===== src/hdl/lfpd_pkg.sv =====
// Shared types, constants and register codes of the line follower PD drive.
`timescale 1ns / 1ps
`default_nettype none

package lfpd_pkg;

	localparam int NUM_SENSORS = 6;
	localparam int SAMPLE_W = 8;
	localparam int SUM_W = 11;
	localparam int MOM_W = 17;
	localparam int MAG_W = 16;
	localparam int POS_W = 8;

	localparam int LOST_BELOW = 20;
	localparam int END_ABOVE = 750;
	localparam int GAIN_P = 3;
	localparam int GAIN_D = 55;
	localparam int DRIVE_MAX = 128;
	localparam int DRIVE_MIN = -96;

	localparam int QUEUE_DEPTH_DEF = 2;

	localparam logic [NUM_SENSORS-1:0][SAMPLE_W-1:0] OFFSET_RESET =
		{8'd60, 8'd20, 8'd20, 8'd20, 8'd20, 8'd40};
	localparam logic [7:0] BASE_SPEED_RESET = 8'd101;

	typedef enum logic [2:0] {
		REG_OFFSET_ZERO  = 3'd0,
		REG_OFFSET_ONE   = 3'd1,
		REG_OFFSET_TWO   = 3'd2,
		REG_OFFSET_THREE = 3'd3,
		REG_OFFSET_FOUR  = 3'd4,
		REG_OFFSET_FIVE  = 3'd5,
		REG_BASE_SPEED   = 3'd6
	} reg_idx_t;

	typedef struct packed {
		logic [SAMPLE_W-1:0] sample_zero;
		logic [SAMPLE_W-1:0] sample_one;
		logic [SAMPLE_W-1:0] sample_two;
		logic [SAMPLE_W-1:0] sample_three;
		logic [SAMPLE_W-1:0] sample_four;
		logic [SAMPLE_W-1:0] sample_five;
	} sample_t;

	typedef struct packed {
		logic              left_reverse;
		logic [7:0]        left_duty;
		logic              right_reverse;
		logic [7:0]        right_duty;
		logic signed [POS_W-1:0] line_position;
		logic              line_lost;
		logic              line_end;
	} result_t;

	// One classified item handed from the front to the back.
	typedef struct packed {
		logic signed [MOM_W-1:0] moment;
		logic [SUM_W-1:0]        sum;
		logic                    lost;
		logic                    at_end;
	} job_t;

endpackage

`default_nettype wire


===== src/hdl/lfpd_queue.sv =====
// Short FIFO of classified items between the front and the back.
`timescale 1ns / 1ps
`default_nettype none

module lfpd_queue #(
	parameter int DEPTH = lfpd_pkg::QUEUE_DEPTH_DEF
) (
	input  wire logic clk,
	input  wire logic arst_n,
	input  wire logic push,
	input  lfpd_pkg::job_t wr_job,
	output logic full,
	input  wire logic pop,
	output lfpd_pkg::job_t rd_job,
	output logic empty
);
	import lfpd_pkg::*;

	localparam int PTR_W = (DEPTH > 1) ? $clog2(DEPTH) : 1;
	localparam int CNT_W = $clog2(DEPTH + 1);

	job_t             mem_q [DEPTH];
	logic [PTR_W-1:0] wr_ptr_q;
	logic [PTR_W-1:0] rd_ptr_q;
	logic [CNT_W-1:0] count_q;
	logic             do_push;
	logic             do_pop;

	assign full = count_q == CNT_W'(DEPTH);
	assign empty = count_q == '0;
	assign do_push = push && !full;
	assign do_pop = pop && !empty;
	assign rd_job = mem_q[rd_ptr_q];

	function automatic logic [PTR_W-1:0] next_ptr(input logic [PTR_W-1:0] p);
		return (p == PTR_W'(DEPTH - 1)) ? '0 : p + 1'b1;
	endfunction

	always_ff @(posedge clk or negedge arst_n) begin
		if (!arst_n) begin
			wr_ptr_q <= '0;
			rd_ptr_q <= '0;
			count_q <= '0;
		end else begin
			if (do_push) begin
				wr_ptr_q <= next_ptr(wr_ptr_q);
			end
			if (do_pop) begin
				rd_ptr_q <= next_ptr(rd_ptr_q);
			end
			case ({do_push, do_pop})
				2'b10: count_q <= count_q + 1'b1;
				2'b01: count_q <= count_q - 1'b1;
				default: count_q <= count_q;
			endcase
		end
	end

	always_ff @(posedge clk) begin
		if (do_push) begin
			mem_q[wr_ptr_q] <= wr_job;
		end
	end

endmodule

`default_nettype wire


===== config.mk =====
export PLATFORM = sky130hd
export DESIGN_NAME = lfpd_queue
export DESIGN_NICKNAME = d
export VERILOG_FILES = /design/src/hdl/lfpd_pkg.sv /design/src/hdl/lfpd_queue.sv
export SDC_FILE = /design/constraint.sdc
export NUM_CORES = 1
export LEC_CHECK = 0
export BUFFER_PORTS_ARGS = -buffer_cell sky130_fd_sc_hd__buf_2
export CORE_MARGIN = 2
export CORE_UTILIZATION = 55
export CTS_CLUSTER_DIAMETER = 50
export CTS_CLUSTER_SIZE = 28
export DETAILED_ROUTE_END_ITERATION = 10
export GPL_TIMING_DRIVEN = 0
export PLACE_DENSITY = 0.82
export SLEW_MARGIN = 20
export SYNTH_ARGS = -nofsm -noshare
export SYNTH_HDL_FRONTEND = slang
export SYNTH_SLANG_ARGS = --single-unit

===== constraint.sdc =====
create_clock -name clk -period 6.43 [get_ports clk]
set_clock_uncertainty 0.05 [all_clocks]
set_input_delay 0.3215 -clock clk [delete_from_list [all_inputs] [get_ports clk]]
set_output_delay 0.3215 -clock clk [all_outputs]
set_load 0.1 [all_outputs]

== Word-level counts from Yosys, hierarchy flattened ==
Memory sizes are Yosys's and may differ from the RTL's.
Index checks and enable logic that the tools add are counted.
Cells by class
  muxes and demuxes: 5
  eq/ne operators: 3
  add/subtract/negate cells: 4
  reductions and logical operators: 6
Operator list (number)
  $eq A2 B2 Y1 const B: 2
  $mux W1: 4
  $pmux W2 S2: 1
  $add A1 B1 Y1 const B: 2
  $add A2 B1 Y2 const B: 1
  $eq A2 B1 Y1 const B: 1
  $logic_and A1 B1 Y1: 2
  $logic_not A1 Y1: 2
  $logic_not A2 Y1: 1
  $reduce_bool A2 Y1: 1
  $sub A2 B1 Y2 const B: 1
Storage, ports and cells
  memory bits (writable): 60
  output and inout bits: 32
  memories: 1
  word-level logic and storage cells: 22
  bits of input ports: 34
  flip-flop bits (word level): 4
Memories
  mem_q: depth 2, width 30, read ports 1, clocked after Yosys merged registers in 0, write ports 1, RTL line lfpd_queue.sv:22  | job_t mem_q [DEPTH];

== Depth between registers and ports, before layout ==
Gate-level depths: netlist (run 1).
  depth in word-level cells: 5
  depth in mapped cells: 6
  gate-level depth less buffers: 6

== Worst setup path before layout (run 1) ==
Ideal clock, no wire load.
  kind: reg-to-reg
  start: register count_q[0]
  end: register count_q[1]
  path buffers: 0
  arrival: 2.451 ns
  slack: 3.849 ns
  setup time: 0.079 ns
  clock period less this slack: 2.581 ns
  data required time: 6.301 ns
  cell stages (with the launch flop): 6
  cell sequence: dfrtp_1 > nor2_1 > nor2b_2 > ha_1 > nor2_1 > xor2_1
Between the ends
  word-level cells in the longest chain between the ends: 5
  elaborated cells between the ends (all ways): 12
  those cells by class: add/sub: 2; eq/ne: 3; mux: 1; reduce/logical: 6
Ends and longest elaborated chain
  from (decl): RTL line lfpd_queue.sv:25  | logic [CNT_W-1:0] count_q;
  from (signal assigned): RTL line lfpd_queue.sv:52  | 2'b10: count_q <= count_q + 1'b1;
  from (signal assigned): RTL line lfpd_queue.sv:53  | 2'b01: count_q <= count_q - 1'b1;
  from (signal assigned): RTL line lfpd_queue.sv:54  | default: count_q <= count_q;
  $logic_not A2 Y1 (*): RTL line lfpd_queue.sv:30  | assign empty = count_q == '0;
  via empty: RTL line lfpd_queue.sv:15  | output logic empty
  $logic_not A1 Y1 (*): RTL line lfpd_queue.sv:32  | assign do_pop = pop && !empty;
  $logic_and A1 B1 Y1 (*): RTL line lfpd_queue.sv:32
  via do_pop: RTL line lfpd_queue.sv:27  | logic do_pop;
  $eq A2 B1 Y1 or $eq A2 B2 Y1 (tied branches): RTL line lfpd_queue.sv:51  | case ({do_push, do_pop})
  $pmux W2 S2 or $reduce_bool A2 Y1 (tied branches)
Mark *: on every way through the listed nets, which the timed path passes. The rest lies on a longest branch.
A chain may end at the register's enable or synchronous reset.

==> qor_table.md, run 1 <==
| Parameter | Value | Unit |
|---|---|---|
| Clock latency at the later pin of the worst-skew pair | 0.32 | ns |
| CTS tree | built | - |
| Top-area cell type share of the netlist area | 0.764 | - |
| Number of detailed-routing iterations run before antenna repair | 4 | - |
| Post-synthesis average cell area | 21.2 | sq um |
| Top_reg_cell synth | sky130_fd_sc_hd__edfxtp_1 | - |
| Total count of max-transition violations in the final report | 0 | - |
| Total via count after detailed routing | 1220 | - |
| Area of placed instances | 2770 | sq um |
| Share of async-settable or async-resettable flops after synthesis | 0.0625 | - |
| Mapped Cells | 111 | - |
| Area of the core | 4060 | sq um |
| Total number of H-tree levels | 3 | - |
| Slew at the pin with the worst max-slew slack | 0.703 | ns |
| Final wirelength | 3.76 | mm |
| Crit path DAT | 1.58 | ns |
| Area growth from synthesis to final layout | 24.0 | % |
| Average detailed-routed wire length per instance | 15.5 | um |
| Final setup fails | 0 | - |
| Maximum fanout count along the critical path | 10 | - |
| Effective utilization at floorplan | 0.581 | - |
| Detailed router's first-iteration violation count | 109 | - |
| Aggregate global-route resource usage | 0.172 | - |
| EDFF count, synth | 60 | - |
| GP Congestion | 0.770 | - |
| Share of post-route cells with drive strength above 1 | 0.583 | - |
| Most used standard cell by instance count after synthesis | sky130_fd_sc_hd__edfxtp_1 | - |
| Final worst path period need | 1.95 | ns |
| Synth warn | 0 | - |
| Main area contributors after synthesis | sky130_fd_sc_hd__edfxtp_1 (76%), sky130_fd_sc_hd__mux2_2 (14%), sky130_fd_sc_hd__dfrtp_1 (4.2%) | - |
| Setup crit start kind | flop | - |
| Reg clk slew, reported paths | 0.06 | ns |
| Fill cell total of the finished layout | 243 | - |
| Setup TNS | 0 | ns |
| Wire length of the first global-routing pass | 5.92 | mm |
| Post CTS Setup Buffer Count | 0 | - |
| Most numerous cell types in the synthesized netlist | sky130_fd_sc_hd__edfxtp_1 (60), sky130_fd_sc_hd__mux2_2 (30), sky130_fd_sc_hd__dfrtp_1 (4) | - |
| # resized after CTS | 0 | - |
| Clk sinks | 64 | - |
| Clk root buf | sky130_fd_sc_hd__clkbuf_8 | - |
| Largest net degree at the start of global routing | 31 | - |
| Overflow left after global routing | 0 | - |
| Critical path class | flop to primary output | - |
| Post-synthesis sequential element count | 64 | - |
| # IOs | 66 | - |
| Number of nets in the layout | 224 | - |
| Data required time at the worst endpoint | 6.06 | ns |
| Cell area after layout | 2920 | sq um |
| Worst Hold Path Cells | 1 | - |
| Sequential cell area | 1900 | sq um |
| Rel. slew slack | 0.531 | - |
| Vert. Die Dim | 69.5 | um |
| Number of distinct standard cells referenced by the synthesized netlist | 13 | - |
| Number of standard-cell rows in the floorplan | 23 | - |
| Die Area | 4830 | sq um |
| Biggest area consumer among synthesized cells | sky130_fd_sc_hd__edfxtp_1 | - |
| Post-route fraction of the period consumed by the critical path | 0.304 | - |
| Cell area after technology mapping | 2360 | sq um |
| Post-DP HPWL | 2.62 | mm |
| # DRC | 0 | - |
| Register area share after synthesis | 0.806 | - |
| Number of max-cap violations | 0 | - |
| Buffers added on ports | 65 | - |
| Result of the run | finished clean | - |
| Antenna violations before repair | 0 | - |
| Via count of the first global-routing pass | 1257 | - |
| Path type of the worst min-delay path | primary input to flop | - |
| Post-DR vias/cell | 5.04 | - |
| Antenna diode instance count | 0 | - |
| Synthesized net count | 146 | - |
| Max Clk Rate | 512 | MHz |
| Hold Fails Final Rpt | 0 | - |
| Die width | 69.5 | um |
| Antenna Nets Post-Route | 0 | - |
| RSZ-0062 raised after global routing | no | - |
| Area of combinational cells with multiple inputs | 439 | sq um |
| Clock buffer depth | 2 | - |
| Cells on worst reg2reg path | 4 | - |
| Endpoint type of the worst setup path | primary output | - |
| Total clock buffers created by CTS | 9 | - |
-- path summary, 6_finish.rpt --
kind	from	endpoint	slack [ns]
worst min register to register	count_q[1]	count_q[1]	0.45
worst max-delay path	rd_ptr_q	rd_job[22]	4.48
worst max register to register	count_q[0]	mem_q[0][2]	4.68
worst min-delay path	wr_job[1]	mem_q[1][1]	0.13
max in group asynchronous	arst_n	count_q[1]	5.93
min in group asynchronous	arst_n	rd_ptr_q	0.28
-- metal layers --
layer | track usage | vias to the layer above | wire, um
met5 | 0 | - | 0
met4 | 0.105 | 0 | 74
met3 | 0.0654 | 10 | 302
met2 | 0.288 | 62 | 1970
met1 | 0.182 | 565 | 1420
li1 | - | 583 | -
-- per-stage QoR --
step                 util  hold slack [ns]  setup slack, ns  std cells
floorplan               -          -0.0241             3.85        111
global placement    0.677           0.0767             3.51        226
detailed placement  0.683           0.0776             4.67        227
CTS                 0.721            0.120             4.45        242
global route        0.721            0.116             4.41        242
finish              0.721            0.132             4.48        242
-- state kept, by name (all words and copies together) (netlist names) --
signal    count
mem_q        60
count_q       2
rd_ptr_q      1
wr_ptr_q      1
-- critical path, stage by stage (launching register included) --
cell                      delay, ns
sky130_fd_sc_hd__dfrtp_1       0.41
sky130_fd_sc_hd__buf_4         0.20
sky130_fd_sc_hd__mux2_2        0.23
sky130_fd_sc_hd__buf_2         0.42
-- timing repair --
item | in CTS | in global routing
hold buffers | 1 | 0
endpoints found under the setup margin | 0 | 0
hold endpoints to repair | 4 | 0
-- layout by cell type, fill, tap and decap left out, drive strengths merged --
cell	instances
buf	69
edfxtp	60
mux2	30
clkbuf	12
dfrtp	4
xnor2	3
nor2	3
xor2	2
clkinv	2
nor2b	1
nand2b	1
inv	1
nand2	1
and3	1
ha	1
dlygate4sd3	1
-- area by class of cell --
type | instances | area share
multi-input combinational | 43 | 0.150
tap | 50 | 0.0214
buffer | 3 | 0.00770
timing repair buffer | 67 | 0.120
sequential | 64 | 0.650
clock inverter | 2 | 0.00300
inverter | 1 | 0.00128
clock buffer | 12 | 0.0462
-- kinds of logic (layout without fill, tap and decap cells) --
logic type    after synthesis  after routing  synth area share
xor+xnor                    5              5            0.0186
simple gates                7              7            0.0154
buf+inv                     4             85            0.0111
mux                        30             30             0.143
fa+ha+maj                   1              1           0.00530
flops                      64             64             0.806
Power of run 1 is left out: the tool's default activity adds up to more than one toggle a clock period on the data nets, which glitch-free logic cannot reach.
==> run 2, diff against run 1 <==
--- a/config.mk
+++ b/config.mk
@@ -7,12 +7,12 @@
 export LEC_CHECK = 0
 export BUFFER_PORTS_ARGS = -buffer_cell sky130_fd_sc_hd__buf_2
 export CORE_MARGIN = 2
-export CORE_UTILIZATION = 55
+export CORE_UTILIZATION = 46
 export CTS_CLUSTER_DIAMETER = 50
 export CTS_CLUSTER_SIZE = 28
 export DETAILED_ROUTE_END_ITERATION = 10
 export GPL_TIMING_DRIVEN = 0
-export PLACE_DENSITY = 0.82
+export PLACE_DENSITY = 0.73
 export SLEW_MARGIN = 20
 export SYNTH_ARGS = -nofsm -noshare
 export SYNTH_HDL_FRONTEND = slang
==> constraint.sdc (replaced) <==
create_clock -name clk -period 1.78 [get_ports clk]
set_clock_uncertainty 0.05 [all_clocks]
set_input_delay 0.089 -clock clk [delete_from_list [all_inputs] [get_ports clk]]
set_output_delay 0.089 -clock clk [all_outputs]
set_load 0.1 [all_outputs]
==> qor_table.md, run 2 (same netlist as run 1, synthesis figures left out) <==
| Parameter | Value | Unit |
|---|---|---|
| Endpoint type of the worst setup path | primary output | - |
| Buffers added on ports | 65 | - |
| Area of the core | 5040 | sq um |
| Largest reg by FF count | mem_q | - |
| # DRC | 0 | - |
| Detailed router's first-iteration violation count | 71 | - |
| Most common cell after layout, fill and taps aside | sky130_fd_sc_hd__edfxtp_1 | - |
| Final wirelength | 4.34 | mm |
| Final cell count without fillers | 294 | - |
| Post-DP HPWL | 2.58 | mm |
| Clk root buf | sky130_fd_sc_hd__clkbuf_8 | - |
| Post-route fraction of the period consumed by the critical path | 0.958 | - |
| Clk sinks | 64 | - |
| Share of post-route cells with drive strength above 1 | 0.522 | - |
| Cells on worst reg2reg path | 3 | - |
| Number of standard-cell rows in the floorplan | 26 | - |
| Number of detailed-routing iterations run before antenna repair | 4 | - |
| Result of the run | finished clean | - |
| Slew at the pin with the worst max-slew slack | 0.492 | ns |
| Clock buffer depth | 2 | - |
| Number of max-cap violations | 0 | - |
| RSZ-0062 raised after global routing | no | - |
| Highest-count cells in the layout ignoring fill and taps | sky130_fd_sc_hd__edfxtp_1 (60), sky130_fd_sc_hd__buf_2 (36), sky130_fd_sc_hd__dlygate4sd3_1 (31), sky130_fd_sc_hd__mux2_2 (30), sky130_fd_sc_hd__buf_4 (28) | - |
| CTS tree | built | - |
| Reg clk slew, reported paths | 0.07 | ns |
| # IOs | 66 | - |
| Data required time at the worst endpoint | 1.64 | ns |
| Area of placed instances | 2790 | sq um |
| Overflow left after global routing | 0 | - |
| Max FFs per register | 60 | - |
| Largest net degree at the start of global routing | 31 | - |
| Maximum fanout count along the critical path | 10 | - |
| FF-to-FF Start | count_q[0] | - |
| Max Clk Rate | 586 | MHz |
| Cell area after layout | 3380 | sq um |
| Final worst path period need | 1.71 | ns |
| Path type of the worst min-delay path | primary input to asynchronous set/reset pin | - |
| Wire length of the first global-routing pass | 6.34 | mm |
| Total via count after detailed routing | 1357 | - |
| Critical path class | flop to primary output | - |
| Antenna violations before repair | 0 | - |
| Effective utilization at floorplan | 0.468 | - |
| GP Congestion | 0.703 | - |
| Post-DR vias/cell | 4.62 | - |
| Via count of the first global-routing pass | 1400 | - |
| Total count of max-transition violations in the final report | 0 | - |
| Antenna Nets Post-Route | 0 | - |
| Clock latency at the later pin of the worst-skew pair | 0.33 | ns |
| Crit path DAT | 1.57 | ns |
| Number of nets in the layout | 255 | - |
| Rel. slew slack | 0.674 | - |
| Final setup fails | 0 | - |
| Average detailed-routed wire length per instance | 14.8 | um |
| Total clock buffers created by CTS | 9 | - |
| Die Area | 5720 | sq um |
| DP Cell Count | 246 | - |
| Total number of H-tree levels | 3 | - |
| Setup crit start kind | flop | - |
| Vert. Die Dim | 75.6 | um |
| Die width | 75.6 | um |
| Antenna diode instance count | 0 | - |
| CP startpoint | rd_ptr_q | - |
| Aggregate global-route resource usage | 0.160 | - |
| Registers with the most flip-flops | mem_q: 60 flops, count_q: 2 flops | - |
| Hold Fails Final Rpt | 0 | - |
| Area growth from synthesis to final layout | 43.4 | % |
## run 2: cell types whose count changed in the layout (fill, tap and decap cells not counted), moves of 2 or more
cell                            previous run  this run
sky130_fd_sc_hd__buf_2                    65        36
sky130_fd_sc_hd__buf_4                     3        28
sky130_fd_sc_hd__clkbuf_1                  3         0
sky130_fd_sc_hd__clkbuf_4                  0         4
sky130_fd_sc_hd__clkinv_1                  1         3
sky130_fd_sc_hd__dlygate4sd3_1             1        31
sky130_fd_sc_hd__nor2_4                    1         3
## run 2: cell type report
class / count / area (sq um)
plain buffers: 3 / 22.5
clock buffers: 9 / 124
clock inverters: 6 / 51.3
fillers: 370 / 1660
inverters: 1 / 3.75
multi-input cells: 44 / 462
flip-flops and latches: 64 / 1900
well taps: 70 / 87.6
repair buffers: 97 / 728
## run 2: metrics by stage
stage / utilization / hold slack, ns / setup TNS [ns] / worst slack [ns]
3_3_place_gp: 0.553 / -0.156 / -14.43 / -0.395
4_1_cts: 0.651 / 0.0420 / 0 / 0.00846
6_report: 0.671 / 0.0431 / 0 / 0.0746
2_1_floorplan: - / -0.257 / -1.24 / -0.0413
3_5_place_dp: 0.553 / -0.153 / -4.49 / -0.150
5_1_grt: 0.671 / 0.0575 / 0 / 0.000714
## run 2: final timing paths
path                                     end  slack (ns)
max in group asynchronous         count_q[0]        1.51
worst min register to register    count_q[0]        0.49
min in group clk                    rd_ptr_q        0.09
worst max register to register  mem_q[0][22]        0.16
worst max-delay path              rd_job[23]        0.07
worst min-delay path              count_q[0]        0.04
## run 2: repair_timing
item,CTS,global route
hold endpoints to repair,64,0
gates resized for setup,1,56
setup buffers,0,1
hold buffers,31,0
endpoints found under the setup margin,30,75
pin swaps,0,0
gates cloned,1,0
## run 2: worst max-delay path: stages (launching register included)
cell	delay, ns
sky130_fd_sc_hd__dfrtp_1	0.40
sky130_fd_sc_hd__buf_4	0.22
sky130_fd_sc_hd__mux2_2	0.34
sky130_fd_sc_hd__clkbuf_4	0.28
## run 2: per-layer routing
layer  vias up  share of wire  track usage
met5         -              0            0
met4         0          0.021       0.0877
met3         9          0.059       0.0463
met2        49           0.54        0.288
met1       650           0.38        0.168
li1        649              -            -
Power of run 2 is left out for the same reason.
==> run 3, diff against run 2 <==
--- a/config.mk
+++ b/config.mk
@@ -12,7 +12,7 @@
 export CTS_CLUSTER_SIZE = 28
 export DETAILED_ROUTE_END_ITERATION = 10
 export GPL_TIMING_DRIVEN = 0
-export PLACE_DENSITY = 0.73
+export PLACE_DENSITY = 0.75
 export SLEW_MARGIN = 20
 export SYNTH_ARGS = -nofsm -noshare
 export SYNTH_HDL_FRONTEND = slang
==> qor_table.md, run 3 (same netlist as run 1, synthesis figures left out) <==
| Parameter | Value | Unit |
|---|---|---|
| Clk sinks | 64 | - |
| Endpoint type of the worst setup path | primary output | - |
| Final worst path period need | 1.70 | ns |
| Total clock buffers created by CTS | 9 | - |
| Die Area | 5720 | sq um |
| Antenna violations before repair | 0 | - |
| Final setup fails | 0 | - |
| Detailed router's first-iteration violation count | 45 | - |
| Post-DP HPWL | 2.64 | mm |
| Overflow left after global routing | 0 | - |
| Vert. Die Dim | 75.6 | um |
| Wire length of the first global-routing pass | 6.21 | mm |
| Clk root buf | sky130_fd_sc_hd__clkbuf_8 | - |
| Total via count after detailed routing | 1384 | - |
| Share of the core filled with cells in the final layout | 0.682 | - |
| Aggregate global-route resource usage | 0.161 | - |
| Clock buffer depth | 2 | - |
| Antenna Nets Post-Route | 0 | - |
| # DRC | 0 | - |
| WP buf/inv | 2 | - |
| Reg clk slew, reported paths | 0.07 | ns |
| Average detailed-routed wire length per instance | 15.4 | um |
| Via count of the first global-routing pass | 1434 | - |
| RSZ-0062 raised after global routing | no | - |
| Hold Fails Final Rpt | 0 | - |
| Largest reg by FF count | mem_q | - |
| Smallest hold slack | 0.0348 | ns |
| Slew at the pin with the worst max-slew slack | 0.503 | ns |
| Area of the core | 5040 | sq um |
| # IOs | 66 | - |
| Post-route fraction of the period consumed by the critical path | 0.957 | - |
| Number of max-cap violations | 0 | - |
| Highest-count cells in the layout ignoring fill and taps | sky130_fd_sc_hd__edfxtp_1 (60), sky130_fd_sc_hd__buf_2 (36), sky130_fd_sc_hd__dlygate4sd3_1 (31), sky130_fd_sc_hd__mux2_2 (30), sky130_fd_sc_hd__buf_4 (29) | - |
| Antenna diode instance count | 0 | - |
| Category of cells accounting for the largest share of critical-path delay | buffers and inverters | - |
| Registers with the most flip-flops | mem_q: 60 flops, count_q: 2 flops | - |
| Share of post-route cells with drive strength above 1 | 0.535 | - |
| Most common cell after layout, fill and taps aside | sky130_fd_sc_hd__edfxtp_1 | - |
| CTS tree | built | - |
| Number of standard-cell rows in the floorplan | 26 | - |
| CP cell instances | buf_4 -> mux2_2 -> clkbuf_4 | - |
| Number of detailed-routing iterations run before antenna repair | 4 | - |
| Path type of the worst min-delay path | primary input to asynchronous set/reset pin | - |
| Data required time at the worst endpoint | 1.64 | ns |
| Fill cell total of the finished layout | 348 | - |
| Rel. slew slack | 0.667 | - |
| Area growth from synthesis to final layout | 45.8 | % |
| Result of the run | finished clean | - |
| Max FFs per register | 60 | - |
| Post-DR vias/cell | 4.68 | - |
| GP Congestion | 0.740 | - |
| Effective utilization at floorplan | 0.468 | - |
| Sequential cell area | 1900 | sq um |
| Total count of max-transition violations in the final report | 0 | - |
| Critical path class | flop to primary output | - |
| Clock latency at the later pin of the worst-skew pair | 0.33 | ns |
| Total number of H-tree levels | 3 | - |
| Buffers added on ports | 65 | - |
| Crit path DAT | 1.57 | ns |
| Max Clk Rate | 587 | MHz |
| Final wirelength | 4.56 | mm |
| Cell with the largest stage delay on the worst path | sky130_fd_sc_hd__dfrtp_1 | - |
| Maximum fanout count along the critical path | 10 | - |
| Die width | 75.6 | um |
| Setup crit start kind | flop | - |
| Number of nets in the layout | 256 | - |
| Largest net degree at the start of global routing | 31 | - |
| Largest stage delay on the critical path | 0.40 | ns |
| Area of combinational cells with multiple inputs | 464 | sq um |
## run 3: changes by cell type in the layout (fill, tap and decap cells not counted)
cell / delta
sky130_fd_sc_hd__buf_12: +1
sky130_fd_sc_hd__buf_4: +1
sky130_fd_sc_hd__bufinv_16: +1
sky130_fd_sc_hd__clkbuf_4: -1
sky130_fd_sc_hd__clkinv_1: -2
sky130_fd_sc_hd__clkinv_2: +1
sky130_fd_sc_hd__clkinvlp_4: +1
sky130_fd_sc_hd__dfrtp_1: +1
sky130_fd_sc_hd__dfrtp_2: -1
sky130_fd_sc_hd__nand2_1: -1
sky130_fd_sc_hd__nand2_2: +1
## run 3: final cells by class
class                           instances  area share
Timing Repair Buffer                   98       0.218
Inverter                                1     0.00109
Multi-Input combinational cell         44       0.135
Tap cell                               70      0.0255
Sequential cell                        64       0.553
Buffer                                  3     0.00655
Clock inverter                          7      0.0251
Clock buffer                            9      0.0360
## run 3: path summary, 6_finish.rpt
path	startpoint	endpoint	slack (ns)	cells after the start
min in group clk	pop	rd_ptr_q	0.07	3
hold / removal	arst_n	count_q[1]	0.03	2
setup / recovery	rd_ptr_q	rd_job[2]	0.08	3
setup reg to reg	count_q[0]	count_q[1]	0.17	5
hold reg to reg	count_q[1]	count_q[1]	0.52	1
max in group asynchronous	arst_n	wr_ptr_q	1.52	2
## run 3: what timing repair did
action / CTS / global route
pin swaps: 0 / 2
hold endpoints to repair: 64 / 0
setup buffers: 0 / 2
setup endpoints to repair: 30 / 90
hold buffers: 31 / 0
cloned: 1 / 0
gates resized for setup: 1 / 57
## run 3: metrics by stage
| step | TNS, ns | instance area [sq um] | cells | worst slack [ns] |
|---|---|---|---|---|
| after global routing | 0 | 3440 | 296 | 0.00192 |
| after CTS | 0 | 3320 | 294 | 0.00232 |
| after global placement | -12.29 | 2790 | 246 | -0.352 |
| after floorplan | -1.24 | 2370 | 111 | -0.0413 |
| after detailed placement | -4.94 | 2790 | 246 | -0.165 |
| final | 0 | 3440 | 296 | 0.0759 |
## run 3: layer usage
| metal | GRT usage | part of all wire | up-vias |
|---|---|---|---|
| li1 | - | - | 653 |
| met1 | 0.153 | 0.38 | 671 |
| met2 | 0.297 | 0.55 | 50 |
| met3 | 0.0450 | 0.052 | 10 |
| met4 | 0.107 | 0.024 | 0 |
| met5 | 0 | 0 | - |
Power of run 3 is left out for the same reason.
