==> src/hdl/lfpd_pkg.sv <==
// Shared types, constants and register codes of the line follower PD drive.
`timescale 1ns / 1ps
`default_nettype none

package lfpd_pkg;

	localparam int NUM_SENSORS = 6;
	localparam int SAMPLE_W = 8;
	localparam int SUM_W = 11;
	localparam int MOM_W = 17;
	localparam int MAG_W = 16;
	localparam int POS_W = 8;

	localparam int LOST_BELOW = 20;
	localparam int END_ABOVE = 750;
	localparam int GAIN_P = 3;
	localparam int GAIN_D = 55;
	localparam int DRIVE_MAX = 128;
	localparam int DRIVE_MIN = -96;

	localparam int QUEUE_DEPTH_DEF = 2;

	localparam logic [NUM_SENSORS-1:0][SAMPLE_W-1:0] OFFSET_RESET =
		{8'd60, 8'd20, 8'd20, 8'd20, 8'd20, 8'd40};
	localparam logic [7:0] BASE_SPEED_RESET = 8'd101;

	typedef enum logic [2:0] {
		REG_OFFSET_ZERO  = 3'd0,
		REG_OFFSET_ONE   = 3'd1,
		REG_OFFSET_TWO   = 3'd2,
		REG_OFFSET_THREE = 3'd3,
		REG_OFFSET_FOUR  = 3'd4,
		REG_OFFSET_FIVE  = 3'd5,
		REG_BASE_SPEED   = 3'd6
	} reg_idx_t;

	typedef struct packed {
		logic [SAMPLE_W-1:0] sample_zero;
		logic [SAMPLE_W-1:0] sample_one;
		logic [SAMPLE_W-1:0] sample_two;
		logic [SAMPLE_W-1:0] sample_three;
		logic [SAMPLE_W-1:0] sample_four;
		logic [SAMPLE_W-1:0] sample_five;
	} sample_t;

	typedef struct packed {
		logic              left_reverse;
		logic [7:0]        left_duty;
		logic              right_reverse;
		logic [7:0]        right_duty;
		logic signed [POS_W-1:0] line_position;
		logic              line_lost;
		logic              line_end;
	} result_t;

	// One classified item handed from the front to the back.
	typedef struct packed {
		logic signed [MOM_W-1:0] moment;
		logic [SUM_W-1:0]        sum;
		logic                    lost;
		logic                    at_end;
	} job_t;

endpackage

`default_nettype wire

==> src/hdl/lfpd_chan_if.sv <==
// Valid/ready channel carrying one payload beat.
`timescale 1ns / 1ps
`default_nettype none

interface lfpd_chan_if #(parameter type data_t = logic) ();
	logic  valid;
	logic  ready;
	data_t data;

	modport source(output valid, output data, input ready);
	modport sink(input valid, input data, output ready);
endinterface

`default_nettype wire

==> src/hdl/lfpd_back.sv <==
// Back end: serial divider for the position, PD steering and drive output register.
`timescale 1ns / 1ps
`default_nettype none

module lfpd_back (
	input  wire logic clk,
	input  wire logic arst_n,
	input  wire logic [7:0] base_speed,
	input  wire logic q_empty,
	input  lfpd_pkg::job_t q_job,
	output logic pop,
	lfpd_chan_if.source drive
);
	import lfpd_pkg::*;

	typedef enum logic [4:0] {
		ST_IDLE = 5'b00001,
		ST_DIV  = 5'b00010,
		ST_SIGN = 5'b00100,
		ST_MIX  = 5'b01000,
		ST_OUT  = 5'b10000
	} back_state_t;

	typedef struct packed {
		logic       reverse;
		logic [7:0] duty;
	} drive_t;

	localparam logic signed [16:0] DRV_MAX = 17'(DRIVE_MAX);
	localparam logic signed [16:0] DRV_MIN = 17'(DRIVE_MIN);

	back_state_t             state_q;
	logic [MAG_W-1:0]        num_q;
	logic [SUM_W-1:0]        rem_q;
	logic [SUM_W-1:0]        den_q;
	logic [3:0]              cnt_q;
	logic                    neg_q;
	logic                    lost_q;
	logic                    end_q;
	logic signed [POS_W-1:0] pos_q;
	logic signed [POS_W-1:0] prev_q;
	logic signed [POS_W-1:0] last_good_q;
	logic signed [15:0]      steer_q;
	logic                    out_valid_q;
	result_t                 res_q;

	logic [SUM_W:0]          trial;
	logic                    fits;
	logic [MOM_W-1:0]        mag_full;
	logic [POS_W-1:0]        quot;
	logic signed [POS_W:0]   delta;
	logic signed [15:0]      steer;
	logic signed [16:0]      base_x;
	logic signed [16:0]      steer_x;
	drive_t                  left_d;
	drive_t                  right_d;
	logic                    out_free;

	function automatic drive_t drive_of(input logic signed [16:0] v);
		drive_t             d;
		logic signed [16:0] c;
		if (v < DRV_MIN) begin
			c = DRV_MIN;
		end else if (v > DRV_MAX) begin
			c = DRV_MAX;
		end else begin
			c = v;
		end
		d.reverse = c[16];
		d.duty = c[16] ? 8'(-c) : c[7:0];
		return d;
	endfunction

	// One quotient bit per cycle: shift the next numerator bit into the remainder.
	assign trial = {rem_q, num_q[MAG_W-1]};
	assign fits = trial >= {1'b0, den_q};
	assign mag_full = q_job.moment[MOM_W-1] ? -q_job.moment : q_job.moment;
	assign quot = num_q[POS_W-1:0];

	assign delta = $signed({pos_q[POS_W-1], pos_q}) - $signed({prev_q[POS_W-1], prev_q});
	assign steer = 16'(pos_q) * 16'sd3 + 16'(delta) * 16'sd55;
	assign base_x = $signed({9'b0, base_speed});
	assign steer_x = {steer_q[15], steer_q};
	assign left_d = drive_of(base_x + steer_x);
	assign right_d = drive_of(base_x - steer_x);

	assign out_free = !out_valid_q || drive.ready;
	assign pop = (state_q == ST_IDLE) && !q_empty;
	assign drive.valid = out_valid_q;
	assign drive.data = res_q;

	always_ff @(posedge clk or negedge arst_n) begin
		if (!arst_n) begin
			state_q <= ST_IDLE;
			cnt_q <= '0;
			prev_q <= '0;
			last_good_q <= '0;
			out_valid_q <= 1'b0;
		end else begin
			if ((state_q == ST_OUT) && out_free) begin
				out_valid_q <= 1'b1;
			end else if (drive.valid && drive.ready) begin
				out_valid_q <= 1'b0;
			end
			case (state_q)
				ST_IDLE: begin
					if (!q_empty) begin
						state_q <= q_job.lost ? ST_MIX : ST_DIV;
						cnt_q <= 4'hF;
					end
				end
				ST_DIV: begin
					if (cnt_q == '0) begin
						state_q <= ST_SIGN;
					end else begin
						cnt_q <= cnt_q - 1'b1;
					end
				end
				ST_SIGN: begin
					last_good_q <= neg_q ? -$signed(quot) : $signed(quot);
					state_q <= ST_MIX;
				end
				ST_MIX: begin
					prev_q <= pos_q;
					state_q <= ST_OUT;
				end
				ST_OUT: begin
					if (out_free) begin
						state_q <= ST_IDLE;
					end
				end
				default: state_q <= ST_IDLE;
			endcase
		end
	end

	always_ff @(posedge clk) begin
		case (state_q)
			ST_IDLE: begin
				lost_q <= q_job.lost;
				end_q <= q_job.at_end;
				neg_q <= q_job.moment[MOM_W-1];
				num_q <= mag_full[MAG_W-1:0];
				den_q <= q_job.sum;
				rem_q <= '0;
				pos_q <= last_good_q;
			end
			ST_DIV: begin
				rem_q <= fits ? SUM_W'(trial - {1'b0, den_q}) : trial[SUM_W-1:0];
				num_q <= {num_q[MAG_W-2:0], fits};
			end
			ST_SIGN: begin
				pos_q <= neg_q ? -$signed(quot) : $signed(quot);
			end
			ST_MIX: begin
				steer_q <= steer;
			end
			ST_OUT: begin
				if (out_free) begin
					res_q.left_reverse <= left_d.reverse;
					res_q.left_duty <= left_d.duty;
					res_q.right_reverse <= right_d.reverse;
					res_q.right_duty <= right_d.duty;
					res_q.line_position <= pos_q;
					res_q.line_lost <= lost_q;
					res_q.line_end <= end_q;
				end
			end
			default: begin
			end
		endcase
	end

endmodule

`default_nettype wire

==> src/flat_wrapper.sv <==
// flat-port wrapper written by rule: the top's interface ports become plain ports
module lfpd_back_flat import lfpd_pkg::*;
  (clk, arst_n, base_speed, q_empty, q_job, pop, drive_valid, drive_data, drive_ready);
  lfpd_chan_if drive_i ();
  input  wire logic clk;
  input  wire logic arst_n;
  input  wire logic [7:0] base_speed;
  input  wire logic q_empty;
  input  lfpd_pkg::job_t q_job;
  output logic pop;
  output wire logic [$bits(drive_i.valid)-1:0] drive_valid;
  output wire logic [$bits(drive_i.data)-1:0] drive_data;
  input wire logic [$bits(drive_i.ready)-1:0] drive_ready;
  assign drive_valid = drive_i.valid;
  assign drive_data = drive_i.data;
  assign drive_i.ready = drive_ready;
  lfpd_back u_core (.clk(clk), .arst_n(arst_n), .base_speed(base_speed), .q_empty(q_empty), .q_job(q_job), .pop(pop), .drive(drive_i));
endmodule
==> config.mk <==
export PLATFORM = sky130hd
export DESIGN_NAME = lfpd_back_flat
export DESIGN_NICKNAME = d
export VERILOG_FILES = /design/src/hdl/lfpd_pkg.sv /design/src/hdl/lfpd_chan_if.sv /design/src/hdl/lfpd_back.sv /design/src/flat_wrapper.sv
export SDC_FILE = /design/constraint.sdc
export NUM_CORES = 1
export LEC_CHECK = 0
export CORE_UTILIZATION = 35
export CTS_BUF_LIST = sky130_fd_sc_hd__clkbuf_4
export CTS_CLUSTER_DIAMETER = 40
export DETAILED_ROUTE_END_ITERATION = 7
export DONT_BUFFER_PORTS = 1
export PLACE_DENSITY = 0.52
export SYNTH_ARGS = -nofsm -noshare
export SYNTH_HDL_FRONTEND = slang
export SYNTH_SLANG_ARGS = --single-unit
==> constraint.sdc <==
create_clock -name clk -period 2.02 [get_ports clk]
set_input_delay 0.404 -clock clk [delete_from_list [all_inputs] [get_ports clk]]
set_output_delay 0.404 -clock clk [all_outputs]
set_load 0.05 [all_outputs]
Yosys cells after proc, flatten, opt, wreduce, memory -nomap -nowiden
Cells that the tools add are included.
{"block": "word_totals", "in_bits": 42, "out_inout_bits": 3, "register_bits": 12}
{"block": "classes", "n_eq_ne": 9, "n_addsub": 1, "n_mux": 10, "n_reduce_logical": 12}
{"operator": "$pmux W5 S5", "count": 1}
{"operator": "$mux W5", "count": 3}
{"operator": "$mux W4", "count": 3}
{"operator": "$pmux W4 S2", "count": 1}
{"operator": "$reduce_and A3 Y1", "count": 2}
{"operator": "$eq A5 B1 Y1 const B", "count": 1}
{"operator": "$eq A5 B2 Y1 const B", "count": 1}
{"operator": "$eq A5 B3 Y1 const B", "count": 1}
{"operator": "$eq A5 B4 Y1 const B", "count": 1}
{"operator": "$eq A5 B5 Y1 const B", "count": 1}
{"operator": "$logic_not A4 Y1", "count": 1}
{"operator": "$ne A2 B1 Y1 const B", "count": 2}
{"operator": "$ne A2 B2 Y1 const B", "count": 2}
{"operator": "$reduce_bool A2 Y1", "count": 2}
{"operator": "$sub A4 B1 Y4 const B", "count": 1}
{"operator": "$logic_and A1 B1 Y1", "count": 3}
{"operator": "$logic_not A1 Y1", "count": 2}
{"operator": "$mux W1", "count": 2}
{"operator": "$reduce_and A2 Y1", "count": 1}
{"operator": "$logic_or A1 B1 Y1", "count": 1}

Logic depth before layout (Yosys ltp)
Gate-level depths: netlist of the first run.
{"block": "depth", "depth_word": 4, "ltp_mapped": 6}

Worst setup path before layout of the first run
OpenSTA, ideal clock, no wires.
{"block": "synth_timing", "path_type": "register -> output", "start": "register u_core.state_q[1]", "end": "output pop", "t_arrival_ns": 1.158, "setup_slack_ns": 0.458, "n_path_buf": 1, "stages_incl_launch_ff": 4, "t_required_ns": 1.616, "cell_sequence": "dfrtp_1 > buf_4 > nor3_4 > and4bb_2"}
{"block": "synth_between", "elab_chain_len": 2}
{"item": "from (decl)", "line_no": "lfpd_back.sv:32", "rtl": "back_state_t state_q;"}
{"item": "from (signal assigned)", "line_no": "lfpd_back.sv:108", "rtl": "state_q <= q_job.lost ? ST_MIX : ST_DIV;"}
{"item": "$eq A5 B1 Y1", "line_no": "lfpd_back.sv:88", "rtl": "assign pop = (state_q == ST_IDLE) && !q_empty;"}
{"item": "$logic_and A1 B1 Y1", "line_no": "lfpd_back.sv:88"}
{"item": "to (decl)", "line_no": "flat_wrapper.sv:10", "rtl": "output logic pop;"}
Every way passes these cells.

Worst setup path after layout of the first run
{"block": "layout_timing", "start": "register u_core.state_q[2]", "end": "output pop"}
The elaborated chain is that of the path after synthesis.

==> results of run 1 <==
-- layout make-up --
type	count	area (um^2)
Clock buffer	3	22.5
Clock inverter	1	3.75
Fill cell	192	1040
Inverter	4	15.0
Multi-Input combinational cell	45	318
Sequential cell	12	312
Tap cell	25	31.3
Timing Repair Buffer	2	17.5
-- stage by stage --
step,cells,cell area [um^2],hold slack [ps]
floorplan,64,668,108
global placement,87,683,109
detailed placement,87,683,109
CTS,92,719,220
global route,92,719,203
finish,92,719,224
-- cell families after synthesis --
kind of cell / count (synthesis) / share of synthesized area (%)
and+or+nand+nor: 29 / 29.0
buffers and inverters: 7 / 5.80
AOI/OAI and AO/OA: 12 / 12.2
adders and majority gates: 1 / 1.87
DFF: 12 / 46.6
muxes: 2 / 3.18
xor gates and xnor gates: 1 / 1.31
-- synth_stat cells (2+ instances only) --
cell | number | area share, %
nand2_1 | 2 | 1.1
nand3b_1 | 2 | 2.2
nor2_1 | 5 | 2.8
edfxtp_1 | 2 | 9.0
nor3_1 | 4 | 3.0
o21ai_0 | 3 | 2.2
a21oi_1 | 2 | 1.5
dfrtp_1 | 9 | 34
inv_1 | 4 | 2.2
-- routing by layer --
metal  vias up  part of all wire, %  GRT usage, %
li1        242                    -             -
met1       238                   50          19.2
met2        13                   44          18.0
met3         4                  5.7          6.35
met4         0                 0.98          7.06
met5         -                    0             0
-- sequential cells by signal, indices dropped and copies added (netlist names) --
| name | cells |
|---|---|
| u_core.drive.data | 1 |
| u_core.drive.valid | 1 |
| u_core.end_q | 1 |
| u_core.cnt_q | 4 |
| u_core.state_q | 5 |
-- path summary, 6_finish.rpt --
kind,to,startpoint,slack (ps),depth (start not counted)
max in group asynchronous,u_core.state_q[0],arst_n,1140,1
min,u_core.state_q[1],q_job[1],220,1
min in group asynchronous,u_core.state_q[1],arst_n,520,1
max,pop,u_core.state_q[2],110,2
max reg2reg,u_core.state_q[0],u_core.cnt_q[0],450,5
min reg2reg,u_core.drive.data,u_core.end_q,420,0
-- report_power, final --
group          switching [mW]  total (mW)  internal [mW]
Sequential             0.0932       0.413          0.320
Clock                  0.0790       0.151         0.0715
Combinational           0.201       0.351          0.150
Total                   0.373       0.915          0.541
-- timing repair --
| item | in CTS | in global routing |
|---|---|---|
| hold buffers | 1 | 0 |
| setup endpoints to repair | 0 | 0 |
| endpoints found under the hold margin | 10 | 0 |
-- worst max-delay path: cells and delay by family, from the launching register on --
kind	cells	cell delay (ps)
DFF	1	480
and+or+nand+nor	2	740
==> results by group, run 1 <==
Clock network
  • Clk sinks: 12
  • Post-CTS setup buffers: 0
  • Clk slew on worst S/H paths: 80 ps
  • Maximum clock path buffer count: 2
  • Number of buffers added by the clock tree synthesis step: 3
  • CTS HTree Levels: 1
  • Worst-skew pair later-pin latency: 270 ps
  • Clock tree from TritonCTS: yes
  • CTS root buffer: clkbuf_4
  • Cells resized by post-CTS repair: 0

Drt
  • Routed wire per std cell: 13.3 um
  • Count of antenna-violating nets left after detailed routing: 0
  • Number of vias per cell after detailed routing: 5.40
  • Detailed router's first-iteration violation count: 12
  • Routed WL: 1.23 mm
  • DRC violation count after routing: 0
  • Via count: 497
  • Number of detailed-route iterations in the first pass: 4

STA
  • Relative slew slack: 67.9%
  • Worst Max-Slew Pin Slew: 480 ps
  • Achievable Freq: 524 MHz
  • Fin. Hold Viols: 0
  • RSZ-0062 raised after global routing: no
  • Setup violations, final: 0
  • Final cycle utilization of the critical path: 94.4%
  • Final Skew: 10.0 ps
  • Sum Neg Setup Slack: 0 ps
  • Number of pins with negative max-slew slack in the final report: 0
  • Min setup slack post-route: 113 ps
  • Final critical-path required period: 1910 ps

Place
  • Gp weighted congestion: 0.744
  • Number of port buffers: 0
  • Hpwl dp: 914 um
  • Pre-CTS setup slack: 425 ps

Floorplanning
  • Placeable core region: 0.00176 mm^2
  • # rows: 15
  • Starting utilization of the core area: 37.9%
  • IO Count: 45
  • Die Ht: 45.7 um
  • Full die area: 0.00209 mm^2
  • Horizontal die dimension: 45.7 um

Finish
  • Ratio of cells with drive above 1 in the final layout: 19.4%
  • # nets final: 111
  • Most common cell after layout, fill and taps aside: dfrtp_1
  • Final core utilization: 40.8%
  • Antenna fix cells: 0
  • Leading cell types in the layout, fill and taps excluded: dfrtp_1, nor2_1, inv_1, nor3_1
  • Area added between synthesis and finish: 7.68%

Logic synthesis
  • Number of standard cells after synthesis: 64
  • EDFF count, synth: 2
  • Sequential-to-total area share from yosys stat: 46.6%
  • Library cells used by synthesis: 40
  • Post-synthesis sequential element count: 12
  • Area of the mapped netlist: 668 um^2
  • Net count of the mapped netlist: 107
  • Ys Warns: 0
  • Average instance area after synthesis: 10.4 um^2
  • Commonest register cell after synthesis: dfrtp_1
  • Async set or reset register ratio after synthesis: 83.3%

Pwr
  • Total power: 0.915 mW
  • PD cells: 1270 mW/mm^2
  • Worst vdd ir: 555 uV
  • Static Leak: 0.295 nW

Hold path
  • Worst hold path type: input port to flop

Global route
  • Via count of the first global-routing pass: 413
  • Pin count of the biggest net entering global routing: 12
  • Global-route wire length before repair: 1.93 mm
  • Initial antenna violation count: 0
  • GRT Resource Usage Total: 13.9%
  • Overflow left after global routing: 0

Job
  • Number of max-cap violations: 0

Worst setup path
  • Start-to-end type of the worst setup path: flop to output port
  • CP required: 1620 ps
  • Arrival time of data at the critical path endpoint: 1500 ps
  • CP startpoint kind: flop
  • Delay of the slowest cell on the worst path: 490 ps
  • Maximum net fanout on the critical path: 7
  • Cell with the largest stage delay on the worst path: and4bb_2
  • Critical path capture point type: output port
  • Series of cell instances along the critical path: nor3_4 > and4bb_2

Run status
  • Result of the run: complete, no violations
No activity file was read; power rests on OpenSTA's default activity.
==> run 2: changes to the inputs <==
--- a/config.mk
+++ b/config.mk
@@ -10,7 +10,7 @@
 export CTS_CLUSTER_DIAMETER = 40
 export DETAILED_ROUTE_END_ITERATION = 7
 export DONT_BUFFER_PORTS = 1
-export PLACE_DENSITY = 0.52
+export PLACE_DENSITY = 0.47
 export SYNTH_ARGS = -nofsm -noshare
 export SYNTH_HDL_FRONTEND = slang
 export SYNTH_SLANG_ARGS = --single-unit
==> results by group, run 2 (synthesized netlist as in run 1, its figures left out) <==
Run status
  • Result of the run: complete, no violations

Floorplanning
  • IO Count: 45
  • Starting utilization of the core area: 37.9%
  • Horizontal die dimension: 45.7 um
  • Die Ht: 45.7 um
  • # rows: 15
  • Placeable core region: 0.00176 mm^2
  • Full die area: 0.00209 mm^2

Finish
  • # nets final: 111
  • Ratio of cells with drive above 1 in the final layout: 19.4%
  • Max FFs per register: 5
  • Antenna fix cells: 0
  • Leading cell types in the layout, fill and taps excluded: dfrtp_1, nor2_1, inv_1, nor3_1
  • Biggest registers after layout: u_core.state_q: 5 flops, u_core.cnt_q: 4 flops
  • Area added between synthesis and finish: 7.68%
  • Most flops, register: u_core.state_q
  • Most common cell after layout, fill and taps aside: dfrtp_1

Drt
  • Detailed router's first-iteration violation count: 6
  • Count of antenna-violating nets left after detailed routing: 0
  • Number of detailed-route iterations in the first pass: 4
  • Number of vias per cell after detailed routing: 5.16
  • Routed wire per std cell: 13.0 um
  • Routed WL: 1.20 mm
  • DRC violation count after routing: 0
  • Via count: 475

Clock network
  • Clk sinks: 12
  • Post-CTS setup buffers: 0
  • Number of buffers added by the clock tree synthesis step: 3
  • CTS HTree Levels: 1
  • Worst-skew pair later-pin latency: 270 ps
  • Clock tree from TritonCTS: yes
  • Maximum clock path buffer count: 2
  • CTS root buffer: clkbuf_4
  • Clk slew on worst S/H paths: 80 ps

Global route
  • Pin count of the biggest net entering global routing: 12
  • Global-route wire length before repair: 1.90 mm
  • Initial antenna violation count: 0
  • Overflow left after global routing: 0
  • Via count of the first global-routing pass: 413
  • GRT Resource Usage Total: 13.8%

Hold path
  • Worst hold path type: input port to flop
  • Worst hold start: q_job[1]
  • Hold path depth: 1
  • Hold worst-path end: u_core.state_q[1]

Worst setup path
  • CP required: 1620 ps
  • Critical path capture point type: output port
  • Arrival time of data at the critical path endpoint: 1510 ps
  • Maximum net fanout on the critical path: 7
  • Series of cell instances along the critical path: nor3_4 > and4bb_2
  • Cells on worst reg2reg path: 5
  • CP startpoint kind: flop
  • Reg-to-Reg Start: u_core.cnt_q[0]
  • Delay of the slowest cell on the worst path: 490 ps
  • Worst reg2reg endpoint: u_core.state_q[0]
  • Start-to-end type of the worst setup path: flop to output port
  • Cell with the largest stage delay on the worst path: dfrtp_1
  • Internal reg-to-reg setup slack: 450 ps

Place
  • Number of port buffers: 0
  • Gp weighted congestion: 0.712
  • Hpwl dp: 886 um

Job
  • Number of max-cap violations: 0

STA
  • RSZ-0062 raised after global routing: no
  • Sum Neg Setup Slack: 0 ps
  • Number of pins with negative max-slew slack in the final report: 0
  • Relative slew slack: 68.3%
  • Min Hold Slack: 226 ps
  • Setup violations, final: 0
  • Achievable Freq: 522 MHz
  • Final critical-path required period: 1920 ps
  • Fin. Hold Viols: 0
  • Worst Max-Slew Pin Slew: 475 ps
  • Final cycle utilization of the critical path: 94.9%
  • Final Skew: 9.53 ps

Pwr
  • Worst vdd ir: 659 uV
  • Static Leak: 0.295 nW
  • PD cells: 1270 mW/mm^2
==> run 2: worst max path at each step <==
stage | endpoint | cells past startpoint | start
CTS | pop | 2 | u_core.state_q[2]
finish | pop | 2 | u_core.state_q[2]
global route | pop | 2 | u_core.state_q[2]
detailed placement | pop | 2 | u_core.state_q[2]
global placement | pop | 2 | u_core.state_q[2]
floorplan | pop | 3 | u_core.state_q[1]
==> run 2: power breakdown <==
part | switching, mW | total [mW] | internal, mW
logic | 0.198 | 0.348 | 0.149
clock network | 0.0812 | 0.153 | 0.0715
registers | 0.0933 | 0.413 | 0.320
==> run 2: per-layer routing <==
| metal | track usage [%] | share of wire (%) |
|---|---|---|
| met2 | 17.7 | 43 |
| met3 | 5.56 | 4.4 |
| met4 | 8.82 | 2.5 |
| met1 | 19.0 | 50 |
| met5 | 0 | 0 |
==> run 2: area by class of cell <==
| type | count | area, um^2 |
|---|---|---|
| clock buffer | 3 | 22.5 |
| clock inverter | 1 | 3.75 |
| fill | 195 | 1040 |
| inverter | 4 | 15.0 |
| multi-input combinational | 45 | 318 |
| sequential | 12 | 312 |
| tap | 25 | 31.3 |
| timing repair buffer | 2 | 17.5 |
==> run 2: worst max-delay path, delay by kind of cell, from the launching register on <==
family           cells  cell delay, ps
AND/OR/NAND/NOR      2             750
flip-flops           1             490
==> run 2: what timing repair did <==
action                    in CTS  in global routing
hold endpoints to repair      10                  0
gates resized for setup        0                  0
hold buffers                   1                  0
==> run 2: stage by stage <==
step	setup WS, ps	std cells	cell area [um^2]	power, mW	utilization (%)
3_5_place_dp	408	87	683	0.762	38.7
5_1_grt	26.6	92	719	0.980	40.8
4_1_cts	94.5	92	719	0.924	40.8
3_3_place_gp	392	87	683	0.761	38.7
6_report	103	92	719	0.914	40.8
2_1_floorplan	458	64	668	0.713	-
==> run 3: changes to the inputs <==
--- a/config.mk
+++ b/config.mk
@@ -5,12 +5,12 @@
 export SDC_FILE = /design/constraint.sdc
 export NUM_CORES = 1
 export LEC_CHECK = 0
-export CORE_UTILIZATION = 35
-export CTS_BUF_LIST = sky130_fd_sc_hd__clkbuf_4
+export CORE_UTILIZATION = 42
+export CTS_BUF_LIST = sky130_fd_sc_hd__clkbuf_4 sky130_fd_sc_hd__clkbuf_8
 export CTS_CLUSTER_DIAMETER = 40
 export DETAILED_ROUTE_END_ITERATION = 7
 export DONT_BUFFER_PORTS = 1
-export PLACE_DENSITY = 0.47
+export PLACE_DENSITY = 0.54
 export SYNTH_ARGS = -nofsm -noshare
 export SYNTH_HDL_FRONTEND = slang
 export SYNTH_SLANG_ARGS = --single-unit
==> results by group, run 3 (synthesized netlist as in run 1, its figures left out) <==
Worst setup path
  • Start-to-end type of the worst setup path: flop to output port
  • Critical path capture point type: output port
  • Arrival time of data at the critical path endpoint: 1490 ps
  • CP required: 1620 ps
  • Maximum net fanout on the critical path: 7
  • CP startpoint kind: flop
  • Cells on worst reg2reg path: 5

Place
  • Gp weighted congestion: 0.776
  • Pre-CTS setup slack: 428 ps
  • Number of port buffers: 0
  • Hpwl dp: 912 um
  • Count of placed standard cells including taps: 78

Clock network
  • CTS root buffer: clkbuf_4
  • CTS HTree Levels: 1
  • Post-CTS setup buffers: 0
  • Maximum clock path buffer count: 2
  • Clock tree from TritonCTS: yes
  • Count of hold-fix buffers inserted at cts: 1
  • Cells resized by post-CTS repair: 0
  • Number of buffers added by the clock tree synthesis step: 3
  • Clk slew on worst S/H paths: 80 ps
  • Worst-skew pair later-pin latency: 270 ps
  • Clk sinks: 12

Global route
  • Initial antenna violation count: 0
  • Via count of the first global-routing pass: 481
  • Pin count of the biggest net entering global routing: 12
  • GRT Resource Usage Total: 18.1%
  • Overflow left after global routing: 0
  • Global-route wire length before repair: 2.26 mm

Finish
  • Leading cell types in the layout, fill and taps excluded: dfrtp_1, nor2_1, inv_1, nor3_1
  • Biggest registers after layout: u_core.state_q: 5 flops, u_core.cnt_q: 4 flops
  • Antenna fix cells: 0
  • Final Non-Filler Cells: 83
  • Most flops, register: u_core.state_q
  • Final core utilization: 47.6%
  • Area added between synthesis and finish: 5.99%
  • # nets final: 111
  • Most common cell after layout, fill and taps aside: dfrtp_1
  • Ratio of cells with drive above 1 in the final layout: 19.4%
  • Max FFs per register: 5

Pwr
  • Static Leak: 0.295 nW
  • Worst vdd ir: 568 uV
  • PD cells: 1300 mW/mm^2

STA
  • Worst Max-Slew Pin Slew: 488 ps
  • Min setup slack post-route: 126 ps
  • Achievable Freq: 528 MHz
  • Fin. Hold Viols: 0
  • Sum Neg Setup Slack: 0 ps
  • Final critical-path required period: 1890 ps
  • RSZ-0062 raised after global routing: no
  • Final Skew: 2.31 ps
  • Setup violations, final: 0
  • Final cycle utilization of the critical path: 93.7%
  • Number of pins with negative max-slew slack in the final report: 0
  • Relative slew slack: 67.3%

Floorplanning
  • Full die area: 0.00175 mm^2
  • IO Count: 45
  • Placeable core region: 0.00149 mm^2
  • # rows: 14
  • Starting utilization of the core area: 44.9%
  • Horizontal die dimension: 41.9 um
  • Die Ht: 41.9 um

Drt
  • Routed wire per std cell: 15.2 um
  • Via count: 491
  • Number of detailed-route iterations in the first pass: 4
  • Detailed router's first-iteration violation count: 11
  • Number of vias per cell after detailed routing: 5.92
  • Count of antenna-violating nets left after detailed routing: 0
  • Routed WL: 1.26 mm
  • DRC violation count after routing: 0

Hold path
  • Worst hold path type: input port to flop
  • Hold path depth: 1

Job
  • Number of max-cap violations: 0

Run status
  • Result of the run: complete, no violations
-- run 3: worst paths after layout --
path                                         from                 to  slack, ps
worst max-delay path            u_core.state_q[2]                pop        130
worst min-delay path                     q_job[1]  u_core.state_q[1]        220
worst max register to register    u_core.cnt_q[0]  u_core.state_q[0]        440
worst min register to register       u_core.end_q  u_core.drive.data        440
max in group asynchronous                  arst_n  u_core.state_q[0]       1150
min in group asynchronous                  arst_n    u_core.cnt_q[2]        520
-- run 3: where the power goes --
part	switching [mW]	leakage [nW]	internal [mW]
clock	0.0855	0.0154	0.0716
sequential	0.0967	0.134	0.320
combinational	0.198	0.145	0.149
total	0.381	0.295	0.541
-- run 3: per-layer routing --
| layer | vias up | track usage (%) | share of wire (%) |
|---|---|---|---|
| met3 | 2 | 4.35 | 3.3 |
| met4 | 0 | 15.5 | 1.4 |
| met5 | - | 0 | 0 |
| li1 | 240 | - | - |
| met1 | 241 | 24.7 | 49 |
| met2 | 8 | 23.8 | 46 |
-- run 3: area by class of cell --
type                    count  area, um^2
flip-flops and latches     12         312
clock inverters             1        3.75
clock buffers               3        22.5
inverters                   4        15.0
fillers                   139         781
multi-input cells          45         318
repair buffers              2        17.5
well taps                  16        20.0
-- run 3: critical path, cell delays in order, from the launching register on --
cell and delay [ps]:
dfrtp_1 480, nor3_4 240, and4bb_2 490
-- run 3: stage by stage --
stage	hold WS, ps	total power [mW]	area [um^2]
floorplan	108	0.713	668
global placement	109	0.758	672
detailed placement	109	0.763	672
CTS	204	0.929	708
global route	195	0.994	708
finish	215	0.921	708
